==> src/hw/rtl/lrm_pkg.sv <==
// lrm_pkg: shared constants and types for the lcg random modulo block
// no dependencies; used by lrm_lcg, lrm_divider, lcg_random_modulo and lrm_checker
package lrm_pkg;

  localparam logic [31:0] LCG_MUL = 32'd1103515245;
  localparam logic [31:0] LCG_ADD = 32'd12345;

  localparam int unsigned STATE_W = 32;
  localparam int unsigned DRAW_W  = 31;
  localparam int unsigned MOD_W   = 32;

  // the first step keeps bits 16..26, the next two keep bits 16..25
  localparam int unsigned FIRST_BITS = 11;
  localparam int unsigned NEXT_BITS  = 10;

  localparam int unsigned STEP_CNT_W = 2;
  localparam logic [STEP_CNT_W-1:0] LAST_STEP = 2'd2;

  localparam int unsigned DIV_CNT_W = 5;
  localparam logic [DIV_CNT_W-1:0] DIV_LAST = DIV_CNT_W'(DRAW_W - 1);

  localparam logic [31:0] SEED_RESET = 32'd1;

  typedef struct packed {
    logic busy;
    logic done;
  } div_status_t;

  typedef enum logic [3:0] {
    ST_IDLE = 4'b0001,
    ST_LCG  = 4'b0010,
    ST_DIV  = 4'b0100,
    ST_OUT  = 4'b1000
  } seq_state_t;

endpackage

==> src/hw/rtl/lcg_random_modulo.sv <==
// lcg_random_modulo: top level, sequencer around the lcg step unit and remainder unit
// depends on lrm_pkg, lrm_lcg, lrm_divider
//
//  channel  direction  handshake            payload
//  in       in         in_valid / in_stall  modulus
//  out      out        out_valid / out_stall value, zero_modulus
//  cfg      in         cfg_valid / cfg_ready cfg_data (start seed)
//
// a nonzero modulus passes from transfer to result through three lcg steps,
// 31 remainder iterations, the done pulse and the load of the output register
// a zero modulus skips the remainder unit and goes from the lcg steps to the load
// the remainder loop is bit-serial; in_stall stays high until the load
// rst is synchronous; it clears the generator state and seeded flag, start seed returns to 1
// a stalled result holds in the output register while the next request is taken
module lcg_random_modulo (
  input  logic                         clk,
  input  logic                         rst,
  input  logic                         in_valid,
  output logic                         in_stall,
  input  logic [lrm_pkg::MOD_W-1:0]    modulus,
  output logic                         out_valid,
  input  logic                         out_stall,
  output logic [lrm_pkg::DRAW_W-1:0]   value,
  output logic                         zero_modulus,
  input  logic                         cfg_valid,
  output logic                         cfg_ready,
  input  logic [lrm_pkg::STATE_W-1:0]  cfg_data
);

  lrm_pkg::seq_state_t               state;
  lrm_pkg::seq_state_t               state_next;
  logic [lrm_pkg::STATE_W-1:0]       start_seed;
  logic                              seeded;
  logic [lrm_pkg::MOD_W-1:0]         mod_reg;
  logic [lrm_pkg::STEP_CNT_W-1:0]    step_cnt;
  logic [lrm_pkg::DRAW_W-1:0]        draw;
  logic [lrm_pkg::DRAW_W-1:0]        draw_next;
  logic [lrm_pkg::STATE_W-1:0]       lcg_next;
  logic [lrm_pkg::DRAW_W-1:0]        div_rem;
  lrm_pkg::div_status_t              div_status;
  logic                              in_xfer;
  logic                              lcg_load;
  logic                              lcg_step;
  logic                              div_start;
  logic                              last_step;
  logic                              out_load;
  logic                              out_free;

  assign cfg_ready = 1'b1;
  assign in_stall  = (state != lrm_pkg::ST_IDLE);
  assign in_xfer   = in_valid && !in_stall;
  assign lcg_load  = in_xfer && !seeded;
  assign lcg_step  = (state == lrm_pkg::ST_LCG);
  assign last_step = lcg_step && (step_cnt == lrm_pkg::LAST_STEP);
  assign div_start = last_step && (mod_reg != '0);
  assign out_free  = !out_valid || !out_stall;
  assign out_load  = (state == lrm_pkg::ST_OUT) && out_free;

  lrm_lcg u_lcg (
    .clk        (clk),
    .rst        (rst),
    .load       (lcg_load),
    .seed       (start_seed),
    .step       (lcg_step),
    .state_next (lcg_next)
  );

  lrm_divider u_div (
    .clk       (clk),
    .rst       (rst),
    .start     (div_start),
    .dividend  (draw_next),
    .divisor   (mod_reg),
    .status    (div_status),
    .remainder (div_rem)
  );

  // first step takes 11 bits, later steps shift in 10 more
  always_comb begin
    if (step_cnt == '0) begin
      draw_next = {{(lrm_pkg::DRAW_W - lrm_pkg::FIRST_BITS){1'b0}},
                   lcg_next[16 +: lrm_pkg::FIRST_BITS]};
    end else begin
      draw_next = {draw[lrm_pkg::DRAW_W-lrm_pkg::NEXT_BITS-1:0],
                   lcg_next[16 +: lrm_pkg::NEXT_BITS]};
    end
  end

  always_comb begin
    state_next = state;
    unique case (state)
      lrm_pkg::ST_IDLE: begin
        if (in_xfer) begin
          state_next = lrm_pkg::ST_LCG;
        end
      end
      lrm_pkg::ST_LCG: begin
        if (last_step) begin
          state_next = (mod_reg != '0) ? lrm_pkg::ST_DIV : lrm_pkg::ST_OUT;
        end
      end
      lrm_pkg::ST_DIV: begin
        if (div_status.done) begin
          state_next = lrm_pkg::ST_OUT;
        end
      end
      lrm_pkg::ST_OUT: begin
        if (out_free) begin
          state_next = lrm_pkg::ST_IDLE;
        end
      end
      default: state_next = lrm_pkg::ST_IDLE;
    endcase
  end

  always_ff @(posedge clk) begin
    if (rst) begin
      state      <= lrm_pkg::ST_IDLE;
      seeded     <= 1'b0;
      start_seed <= lrm_pkg::SEED_RESET;
      step_cnt   <= '0;
      out_valid  <= 1'b0;
    end else begin
      state <= state_next;
      if (cfg_valid && cfg_ready) begin
        start_seed <= cfg_data;
      end
      if (in_xfer) begin
        seeded   <= 1'b1;
        step_cnt <= '0;
      end else if (lcg_step) begin
        step_cnt <= step_cnt + 1'b1;
      end
      if (out_load) begin
        out_valid <= 1'b1;
      end else if (!out_stall) begin
        out_valid <= 1'b0;
      end
    end
  end

  always_ff @(posedge clk) begin
    if (in_xfer) begin
      mod_reg <= modulus;
    end
    if (lcg_step) begin
      draw <= draw_next;
    end
    if (out_load) begin
      zero_modulus <= (mod_reg == '0);
      value        <= (mod_reg == '0) ? '0 : div_rem;
    end
  end

endmodule

==> src/hw/rtl/lrm_lcg.sv <==
// lrm_lcg: generator state register with one linear congruential step per cycle while step is high
// depends on lrm_pkg
module lrm_lcg (
  input  logic                         clk,
  input  logic                         rst,
  input  logic                         load,
  input  logic [lrm_pkg::STATE_W-1:0]  seed,
  input  logic                         step,
  output logic [lrm_pkg::STATE_W-1:0]  state_next
);

  logic [lrm_pkg::STATE_W-1:0] gen_state;
  logic [lrm_pkg::STATE_W-1:0] product;

  // only the low word of the product matters
  assign product    = gen_state * lrm_pkg::LCG_MUL;
  assign state_next = product + lrm_pkg::LCG_ADD;

  always_ff @(posedge clk) begin
    if (rst) begin
      gen_state <= '0;
    end else if (load) begin
      gen_state <= seed;
    end else if (step) begin
      gen_state <= state_next;
    end
  end

endmodule

==> src/hw/rtl/lrm_divider.sv <==
// lrm_divider: restoring bit-serial remainder unit, one quotient bit per cycle while busy
// depends on lrm_pkg
module lrm_divider (
  input  logic                         clk,
  input  logic                         rst,
  input  logic                         start,
  input  logic [lrm_pkg::DRAW_W-1:0]   dividend,
  input  logic [lrm_pkg::MOD_W-1:0]    divisor,
  output lrm_pkg::div_status_t         status,
  output logic [lrm_pkg::DRAW_W-1:0]   remainder
);

  logic [lrm_pkg::DRAW_W-1:0]    num;
  logic [lrm_pkg::MOD_W-1:0]     rem;
  logic [lrm_pkg::DIV_CNT_W-1:0] cnt;
  logic                          busy;
  logic                          done;
  logic [lrm_pkg::MOD_W:0]       rem_shift;
  logic [lrm_pkg::MOD_W:0]       rem_diff;

  assign rem_shift = {rem, num[lrm_pkg::DRAW_W-1]};
  assign rem_diff  = rem_shift - {1'b0, divisor};

  always_ff @(posedge clk) begin
    if (rst) begin
      busy <= 1'b0;
      done <= 1'b0;
      cnt  <= '0;
    end else begin
      done <= 1'b0;
      if (start) begin
        busy <= 1'b1;
        cnt  <= '0;
      end else if (busy) begin
        cnt <= cnt + 1'b1;
        if (cnt == lrm_pkg::DIV_LAST) begin
          busy <= 1'b0;
          done <= 1'b1;
        end
      end
    end
  end

  always_ff @(posedge clk) begin
    if (start) begin
      num <= dividend;
      rem <= '0;
    end else if (busy) begin
      num <= {num[lrm_pkg::DRAW_W-2:0], 1'b0};
      // rem stays below divisor, so the difference fits the low word
      if (!rem_diff[lrm_pkg::MOD_W]) begin
        rem <= rem_diff[lrm_pkg::MOD_W-1:0];
      end else begin
        rem <= rem_shift[lrm_pkg::MOD_W-1:0];
      end
    end
  end

  // remainder never exceeds the 31-bit dividend
  assign remainder   = rem[lrm_pkg::DRAW_W-1:0];
  assign status.busy = busy;
  assign status.done = done;

endmodule

==> config.mk <==
export PLATFORM = sky130hd
export DESIGN_NAME = lcg_random_modulo
export DESIGN_NICKNAME = d
export VERILOG_FILES = /design/src/hw/rtl/lrm_pkg.sv /design/src/hw/rtl/lcg_random_modulo.sv /design/src/hw/rtl/lrm_lcg.sv /design/src/hw/rtl/lrm_divider.sv
export SDC_FILE = /design/constraint.sdc
export NUM_CORES = 1
export LEC_CHECK = 0
export ABC_AREA = 1
export BUFFER_PORTS_ARGS = -buffer_cell sky130_fd_sc_hd__buf_2
export CAP_MARGIN = 20
export CORE_MARGIN = 5
export CORE_UTILIZATION = 31
export DETAILED_ROUTE_END_ITERATION = 8
export PLACE_DENSITY = 0.47
export SETUP_SLACK_MARGIN = 0.3
export SLEW_MARGIN = 40
export SYNTH_ARGS = -nofsm -noshare
export SYNTH_HDL_FRONTEND = slang
export SYNTH_SLANG_ARGS = --single-unit
==> constraint.sdc <==
create_clock -name clk -period 18.9 [get_ports clk]
set_input_delay 3.78 -clock clk [delete_from_list [all_inputs] [get_ports clk]]
set_output_delay 3.78 -clock clk [all_outputs]
set_load 0.01 [all_outputs]
; Word level (Yosys, flattened, before mapping)
; Cells that the tools add are included.
[totals]
regBits = 227
input_bits = 69
output_inout_bits = 35
word_cells = 70
[op_classes]
addsub = 4
n_mul = 1
eq_ne = 12
n_mux = 18
bitwise_logic = 1
n_reduce_logical = 19
[ops]
columns = op, n
row1 = 32-bit two-way mux, 3
row2 = 31-bit two-way mux, 3
row3 = 33-bit by 32-bit subtractor with 33-bit output, 1
row4 = "32-bit by 14-bit adder with 32-bit output, second input constant", 1
row5 = 32-bit zero test, 1
row6 = "32-bit by 31-bit multiplier with 32-bit output, second input constant", 1
row7 = 32-bit nonzero test, 1
row8 = 4-bit two-way mux, 5
row9 = 4-bit case mux with 4 select lines, 1
row10 = 1-bit two-way mux, 6
row11 = "2-bit by 1-bit != test with 1-bit output, second input constant", 3
row12 = "5-bit by 1-bit adder with 5-bit output, second input constant", 1
row13 = "5-bit == test, second input constant", 1
row14 = 1-bit logical AND, 5
row15 = "4-bit by 1-bit == test with 1-bit output, second input constant", 1
row16 = "4-bit by 2-bit == test with 1-bit output, second input constant", 1
row17 = "4-bit by 3-bit == test with 1-bit output, second input constant", 1
row18 = "4-bit == test, second input constant", 1
row19 = 1-bit zero test, 4
row20 = "2-bit != test, second input constant", 2
row21 = "4-bit by 1-bit != test with 1-bit output, second input constant", 1
row22 = 4-bit AND reduction, 1
row23 = 2-bit nonzero test, 2
row24 = 2-bit OR reduction, 2
row25 = other kinds (6), 6

; Logic depth before layout (Yosys ltp)
; Gate-level depths: netlist of the first run.
[logic_depth]
word_depth = 5
depth_mapped = 29
mapped_depth_nobuf = 29

; Hierarchy
; From an unflattened synthesis of the first run, not the netlist that was laid out.
[hier_totals]
hier_cells = 2795
area_unflattened_um2 = 21790.9
[modules_own_cells]
columns = mod, instances, cells_per_inst, area_per_inst_um2, seq_area_each_um2
row1 = lrm_lcg, 1, 1334, 10980.5, 640.6
row2 = lrm_divider, 1, 1031, 6160.9, 1711.6
row3 = lcg_random_modulo, 1, 430, 4649.5, 3353.2

; Worst setup path after synthesis of the first run
; OpenSTA, ideal clock, no wires.
[synth_path]
kind = reg-to-reg
startpoint = register u_lcg.gen_state[7] (netlist bit)
endpoint = register u_div.num[9] (netlist bit) (data pin)
setup_time_ps = 253
arrival_time_ps = 6078
required_time_ps = 18647
slack_ps = 12569
path_stages_with_launch = 26
path_buffers = 0
synth_period_minus_slack_ps = 6331
path_cell_list = dfxtp_1 -> ha_1 -> xnor2_1 -> inv_1 -> ha_1 -> a21oi_1 -> fa_1 -> fa_1 -> inv_1 -> fa_1 -> inv_1 -> fa_1 -> inv_1 -> fa_1 -> inv_1 -> fa_1 -> inv_1 -> ha_1 -> a21oi_1 -> o21bai_1 -> a21oi_1 -> nand3_1 -> or2_2 -> and2_1 -> nand2_1 -> nand2_1
[synth_between]
elab_chain_cells = 4
[synth_rtl]
columns = element, line_no
row1 = from (decl), lrm_lcg.sv:12  ; logic [lrm_pkg::STATE_W-1:0] gen_state;
row2 = from (signal assigned), lrm_lcg.sv:25  ; gen_state <= state_next;
row3 = 32-bit by 31-bit multiplier with 32-bit output, lrm_lcg.sv:16  ; assign product = gen_state * lrm_pkg::LCG_MUL;
row4 = 32-bit by 14-bit adder with 32-bit output, lrm_lcg.sv:17  ; assign state_next = product + lrm_pkg::LCG_ADD;
row5 = 31-bit two-way mux, lcg_random_modulo.sv:80  ; if (step_cnt == '0) begin
row6 = "net draw_next, one bit", lcg_random_modulo.sv:37  ; logic [lrm_pkg::DRAW_W-1:0] draw_next;
row7 = 31-bit two-way mux, lrm_divider.sv:45  ; if (start) begin
row8 = to (signal assigned), lrm_divider.sv:46  ; num <= dividend;
row9 = to (signal assigned), lrm_divider.sv:49  ; num <= {num[lrm_pkg::DRAW_W-2:0], 1'b0};
row10 = to (decl), lrm_divider.sv:13  ; logic [lrm_pkg::DRAW_W-1:0] num;
; The timed path passes the listed nets, and every way through them passes these cells.
; A chain may end at the register's enable or synchronous reset.

; Final worst setup path of the first run
; Ends and elaborated chain as after synthesis.

==> results of run 1 <==
-- where the power goes --
group          leakage, nW  switching [mW]  internal (mW)  total, mW
Clock                0.418           0.210          0.298      0.508
Sequential            1.90          0.0320          0.553      0.585
Combinational         7.61           0.873          0.463       1.34
-- kinds of logic (layout without fill, tap and decap cells) --
kind of cell | count (synthesis) | after routing | share of synthesized area
buf+inv | 554 | 667 | 0.119
fa+ha+maj | 330 | 330 | 0.287
flops | 217 | 217 | 0.309
other cells | 1 | 1 | 0.000211
simple gates | 759 | 759 | 0.175
compound gates | 252 | 252 | 0.0857
xor+xnor | 49 | 49 | 0.0241
-- layout by cell type, fill, tap and decap left out, types with 6 or more instances in the layout --
cell type / synthesis / final
inv_2: 7 / 8
nand4_1: 24 / 24
ha_1: 200 / 200
a21oi_1: 92 / 92
nand2_1: 440 / 440
fa_1: 130 / 130
clkbuf_16: 0 / 26
buf_2: 7 / 97
o21bai_1: 10 / 10
or2_2: 8 / 8
a31oi_1: 16 / 16
inv_1: 505 / 503
buf_4: 1 / 7
o21ai_1: 13 / 13
o22ai_2: 8 / 8
xnor2_1: 21 / 21
dfxtp_1: 101 / 101
clkbuf_1: 27 / 6
nor2_1: 185 / 183
edfxtp_1: 116 / 116
nor3_1: 9 / 9
nand3_1: 66 / 66
xor2_1: 28 / 28
o211ai_2: 13 / 13
o21ai_0: 78 / 78
-- layout make-up --
class | count | area share
flip-flops and latches | 217 | 0.275
well taps | 756 | 0.0473
multi-input cells | 1391 | 0.509
inverters | 514 | 0.0967
repair buffers | 105 | 0.0283
clock inverters | 12 | 0.00682
clock buffers | 36 | 0.0364
-- worst max-delay path by stage --
| stage | start | end |
|---|---|---|
| final | u_lcg.gen_state[7] | u_div.num[9] |
| after floorplan | u_lcg.gen_state[7] | u_div.num[9] |
| after global placement | u_lcg.gen_state[7] | u_div.num[9] |
| after global routing | u_lcg.gen_state[7] | u_div.num[9] |
| after CTS | u_lcg.gen_state[7] | u_div.num[9] |
| after detailed placement | u_lcg.gen_state[7] | u_div.num[9] |
-- per-layer routing --
metal | wire (um) | up-vias
met2 | 23300 | 283
li1 | - | 6943
met3 | 2240 | 81
met1 | 23300 | 6626
met5 | 0 | -
met4 | 1500 | 0
-- per-stage QoR --
stage	hold slack (ns)	setup WS (ns)	power [mW]	utilization	cells
after global placement	0.448	11.46	1.93	0.338	2982
after global routing	0.486	11.03	2.68	0.353	3031
after detailed placement	0.457	11.42	1.94	0.338	2983
after CTS	0.467	11.41	2.47	0.353	3031
after floorplan	0.429	12.57	1.55	-	2162
final	0.466	11.48	2.43	0.353	3031
-- tightest hold or removal path, stage by stage (launching register included) --
cell and delay [ns]:
dfxtp_1 0.31, nand2_1 0.06, a21oi_1 0.05
==> impl_metrics.csv, run 1 <==
group,metric,value,unit
synthesis,ys_ff_latch,217,
floorplan,initial_core_util,0.314,
routing,detail_route.wirelength,50.3,mm
synthesis,postSynth.asyncResetShare,0,
worst_setup_path,cp.required,19.20,ns
clock_tree,hold_buffers,0,
hold_path,hold_end,"step_cnt[0]",
timing,max_freq,135,MHz
synthesis,synth_largest_area_cell,"edfxtp_1",
power_and_ir_drop,pwr_density_cell,121,mW/mm2
worst_setup_path,critical-path-max-stage-delay,0.64,ns
worst_setup_path,startpoint_type,"flop",
global_routing,gr-total-overflow,0,
synthesis,yosys-top-cells-area,"edfxtp_1 20%, fa_1 15%, ha_1 14%",
routing,detail_route.iter0.violations,783,
global_routing,met2_track_demand_over_resource_in_global_routing,0.268,
routing,detailedRoute.firstPassIterationCount,6,
global_routing,grt_start_max_net_pins,58,
clock_tree,cts-resized-gates,0,
synthesis,post_synth_most_frequent_cells,"505 x inv_1, 440 x nand2_1, 200 x ha_1, 185 x nor2_1, 130 x fa_1",
clock_tree,tritoncts,"yes",
worst_setup_path,reg2reg_to,"u_div.num[9]",
timing,finalSetupViolCount,0,
synthesis,synth_most_common_cell,"inv_1",
clock_tree,clockRootBuffer,"clkbuf_16",
clock_tree,clock_sinks,217,
worst_setup_path,stages_on_the_worst_setup_path,25,
synthesis,synth_area,0.0178,mm2
global_routing,first_global_vias,14504,
final_layout,fin_area,0.0200,mm2
place,place_hpwl,40.4,mm
worst_setup_path,path_max_fanout,7,
global_routing,global_route.usage.total,0.161,
timing,relSlewSlack,0.470,
synthesis,postSynthNetCount,2561,
routing,route.vias.total,13933,
synthesis,synthDistinctLibCells,49,
final_layout,layout.nets,2654,
synthesis,synth_enable_flop_cells,116,
floorplan,fp-row-count,87,
timing,min_cycle_time_layout,7.42,ns
synthesis,postSynth.topFlopCell,"edfxtp_1",
hold_path,min_delay_path_depth,2,
clock_tree,cts_buffer_depth,3,
final_layout,multi_input_comb_area,0.0102,mm2
worst_setup_path,end_kind,"flop",
synthesis,yosysWarnings,0,
worst_setup_path,endpoint_arrival_time_on_the_critical_path,7.72,ns
hold_path,min-delay-start,"step_cnt[0]",
routing,final_antenna_net_count,0,
timing,timing.setup.tns,0,ns
final_layout,antennaDiodeCount,0,
flow_run,maxCapViolations,0,
synthesis,syn_avg_cell_area,8.23,um2
timing,grt_setup_unrepaired,"no",
floorplan,die-area,0.0623,mm2
clock_tree,post-cts-setup-buffer-count,0,
worst_setup_path,worstPathBufferInverterCount,6,
routing,wl_per_cell,16.6,um
worst_setup_path,start_of_the_worst_register_to_register_path,"u_lcg.gen_state[7]",
clock_tree,path_clk_slew,0.06,ns
hold_path,hold_class,"reg -> reg",
worst_setup_path,critical_path_class,"reg -> reg",
routing,drc,0,
timing,final-hold-violation-count,0,
floorplan,die_w,250,um
worst_setup_path,cell_count_of_the_worst_reg_to_reg_path,25,
clock_tree,clock_insertion_delay_worst_skew,0.56,ns
final_layout,synthToLayoutAreaGrowth,12.4,%
global_routing,wire_length_of_the_first_global_routing_pass,80.2,mm
status,outcome,"finished, final reports clean",
final_layout,layout-drive-gt1-share,0.0866,
routing,post_drt_via_cell_ratio,4.60,
power_and_ir_drop,leakage_component_of_the_power,9.92,nW
timing,final.setup_skew,0.0170,ns
global_routing,grt.met3_usage,0.0235,
synthesis,synth_largest_type_area_fraction,0.196,
timing,worst_pin_slew,0.793,ns
floorplan,die_h,250,um
place,dpl-instance-area,0.0191,mm2
clock_tree,number_of_buffers_inserted_during_clock_tree_synthesis,26,
clock_tree,cts_max_level,1,
synthesis,synth_sequential_area_ratio,0.309,
worst_setup_path,cp_slowest_cell,"dfxtp_1",
timing,final-max-slew-violation-count,0,
timing,period_share,0.393,
place,number_of_buffer_cells_added_on_primary_ports,97,
global_routing,antenna_found_initial,0,
synthesis,netlist_instances,2162,
floorplan,number_of_ports_placed_on_the_die_boundary,104,
power_and_ir_drop,vdd_drop_max,0.0728,mV
global_routing,globalRoute.busiestLayer,"met2",
global_routing,global_route.usage.met1,0.220,
final_layout,sequential_cell_area,0.00551,mm2
worst_setup_path,ff2ff_setup_slack,11.48,ns
place,finalWeightedCongestion,0.922,
worst_setup_path,crit_family,"adder cells",
floorplan,fp.coreArea,0.0566,mm2
final_layout,n_fill_cell,6002,
(Power assumes the default switching activity.)
==> inputs of run 2 (changes only) <==
- clock period: 18.9 -> 7.7 ns (I/O delays scaled with it)
==> run 2 against run 1 <==
- clock skew up 0.0071 ns
- critical path type unchanged
- clock power rose to 2.5 times the previous value
- sequential share of layout area down 0.16 points
- highest routed layer unchanged
- flip-flop and latch count unchanged
==> impl_metrics.csv, run 2 (synthesized netlist as in run 1, its figures left out) <==
group,metric,value,unit
timing,worst_pin_slew,0.765,ns
final_layout,number_of_cells_in_the_finished_layout_apart_from_fillers,3045,
final_layout,most-common-layout-cells,"504 x inv_1, 440 x nand2_1, 200 x ha_1, 183 x nor2_1, 130 x fa_1",
routing,detail_route.wirelength,49.9,mm
place,number_of_buffer_cells_added_on_primary_ports,97,
place,place_hpwl,40.5,mm
timing,grt_setup_unrepaired,"no",
routing,drc,0,
routing,final_antenna_net_count,0,
clock_tree,clockRootBuffer,"clkbuf_16",
routing,route.vias.total,13765,
timing,post-route-worst-setup-slack,0.741,ns
place,place_ws,0.682,ns
worst_setup_path,startpoint_type,"flop",
power_and_ir_drop,vdd_drop_max,0.229,mV
timing,min_cycle_time_layout,6.96,ns
global_routing,grt_start_max_net_pins,58,
final_layout,sequential_cell_area,0.00551,mm2
worst_setup_path,start_of_the_worst_register_to_register_path,"u_lcg.gen_state[6]",
routing,detailedRoute.firstPassIterationCount,5,
floorplan,die_w,250,um
final_layout,most_common_library_cell_in_the_layout_ignoring_fill_and_taps,"inv_1",
final_layout,multi_input_comb_area,0.0102,mm2
worst_setup_path,cp.required,8.03,ns
final_layout,antennaDiodeCount,0,
worst_setup_path,reg2reg_to,"u_div.num[9]",
global_routing,wire_length_of_the_first_global_routing_pass,79.0,mm
worst_setup_path,ff2ff_setup_slack,0.74,ns
global_routing,antenna_found_initial,0,
global_routing,gr-total-overflow,0,
timing,final.setup_skew,0.0242,ns
final_layout,layout-drive-gt1-share,0.0913,
clock_tree,clock_insertion_delay_worst_skew,0.58,ns
floorplan,fp-row-count,87,
power_and_ir_drop,leakage_component_of_the_power,10.0,nW
place,finalWeightedCongestion,0.917,
timing,period_share,0.904,
floorplan,initial_core_util,0.314,
timing,final-max-slew-violation-count,0,
timing,final-hold-violation-count,0,
timing,timing.setup.tns,0,ns
global_routing,global_route.usage.total,0.159,
clock_tree,tritoncts,"yes",
final_layout,n_fill_cell,5971,
worst_setup_path,cp_slowest_cell,"fa_1",
timing,fin_hold_ws,0.466,ns
clock_tree,hold_buffers,0,
clock_tree,path_clk_slew,0.07,ns
hold_path,min-delay-start,"step_cnt[0]",
status,outcome,"finished, final reports clean",
worst_setup_path,critical-path-max-stage-delay,0.54,ns
worst_setup_path,end_kind,"flop",
worst_setup_path,path_max_fanout,7,
global_routing,first_global_vias,13945,
worst_setup_path,worstPathBufferInverterCount,6,
final_layout,layout.nets,2666,
routing,wl_per_cell,16.4,um
clock_tree,cts-resized-gates,0,
hold_path,hold_end,"step_cnt[0]",
floorplan,fp.coreArea,0.0566,mm2
power_and_ir_drop,pwr_density_cell,296,mW/mm2
worst_setup_path,crit_family,"adder cells",
routing,post_drt_via_cell_ratio,4.52,
clock_tree,number_of_buffers_inserted_during_clock_tree_synthesis,28,
timing,finalSetupViolCount,0,
clock_tree,clock_sinks,217,
clock_tree,cts_max_level,1,
clock_tree,cts_buffer_depth,3,
floorplan,die-area,0.0623,mm2
hold_path,min_delay_path_depth,2,
clock_tree,post-cts-setup-buffer-count,0,
final_layout,synthToLayoutAreaGrowth,13.1,%
worst_setup_path,cell_count_of_the_worst_reg_to_reg_path,25,
power_and_ir_drop,total_power,5.96,mW
timing,relSlewSlack,0.490,
hold_path,hold_class,"reg -> reg",
place,placed_cells_incl_taps,2993,
worst_setup_path,critical_path_class,"reg -> reg",
floorplan,number_of_ports_placed_on_the_die_boundary,104,
timing,max_freq,144,MHz
worst_setup_path,endpoint_arrival_time_on_the_critical_path,7.29,ns
routing,detail_route.iter0.violations,617,
floorplan,die_h,250,um
flow_run,maxCapViolations,0,
==> run 2: changes by cell type in the layout (fill, tap and decap cells not counted), sizes merged <==
| cell | before | now |
|---|---|---|
| clkinv | 9 | 12 |
| buf | 105 | 115 |
| clkbuf | 36 | 38 |
| inv | 513 | 514 |
| clkinvlp | 2 | 1 |
| bufinv | 2 | 1 |
==> run 2: layout make-up <==
class,count,area share
tap,756,0.0470
clock buffer,38,0.0382
clock inverter,14,0.00678
multi-input combinational,1391,0.506
inverter,514,0.0960
sequential,217,0.274
timing repair buffer,115,0.0322
==> run 2: worst reg2reg max path, cell delays in order (launching register included) <==
cell	delay, ns
dfxtp_2	0.38
ha_1	0.39
xnor2_1	0.30
inv_1	0.13
ha_1	0.21
a21oi_1	0.28
fa_1	0.48
fa_1	0.54
inv_1	0.05
fa_1	0.49
inv_1	0.05
fa_1	0.49
inv_1	0.06
fa_1	0.53
inv_1	0.06
fa_1	0.53
inv_1	0.04
ha_1	0.38
a21oi_1	0.28
o21bai_1	0.15
a21oi_1	0.15
nand3_1	0.16
or2_2	0.32
and2_1	0.16
nand2_1	0.06
nand2_1	0.05
==> run 2: metrics by stage <==
stage | util | area (um2)
2_1_floorplan | - | 17800
3_3_place_gp | 0.339 | 19200
3_5_place_dp | 0.340 | 19200
4_1_cts | 0.355 | 20100
5_1_grt | 0.356 | 20100
6_report | 0.356 | 20100
==> run 2: report_power, final <==
part	internal, mW	switching, mW
registers	1.36	0.0710
clock network	0.739	0.544
logic	1.14	2.11
==> run 2: how the worst max path moves through the flow <==
stage | start | to | cells past startpoint | slack (ns)
detailed placement | u_lcg.gen_state[6] | u_div.num[9] | 25 | 0.68
finish | u_lcg.gen_state[6] | u_div.num[9] | 25 | 0.74
CTS | u_lcg.gen_state[6] | u_div.num[9] | 25 | 0.64
floorplan | u_lcg.gen_state[7] | u_div.num[9] | 25 | 1.37
global placement | u_lcg.gen_state[6] | u_div.num[9] | 25 | 0.65
global route | u_lcg.gen_state[6] | u_div.num[9] | 25 | 0.37
==> run 2: routing by layer <==
metal / routed length [um] / track usage / part of all wire / vias to the layer above
li1: - / - / - / 6961
met1: 23400 / 0.219 / 0.47 / 6499
met2: 23600 / 0.272 / 0.47 / 256
met3: 2000 / 0.0201 / 0.040 / 49
met4: 948 / 0.0274 / 0.019 / 0
met5: 0 / 0 / 0 / -
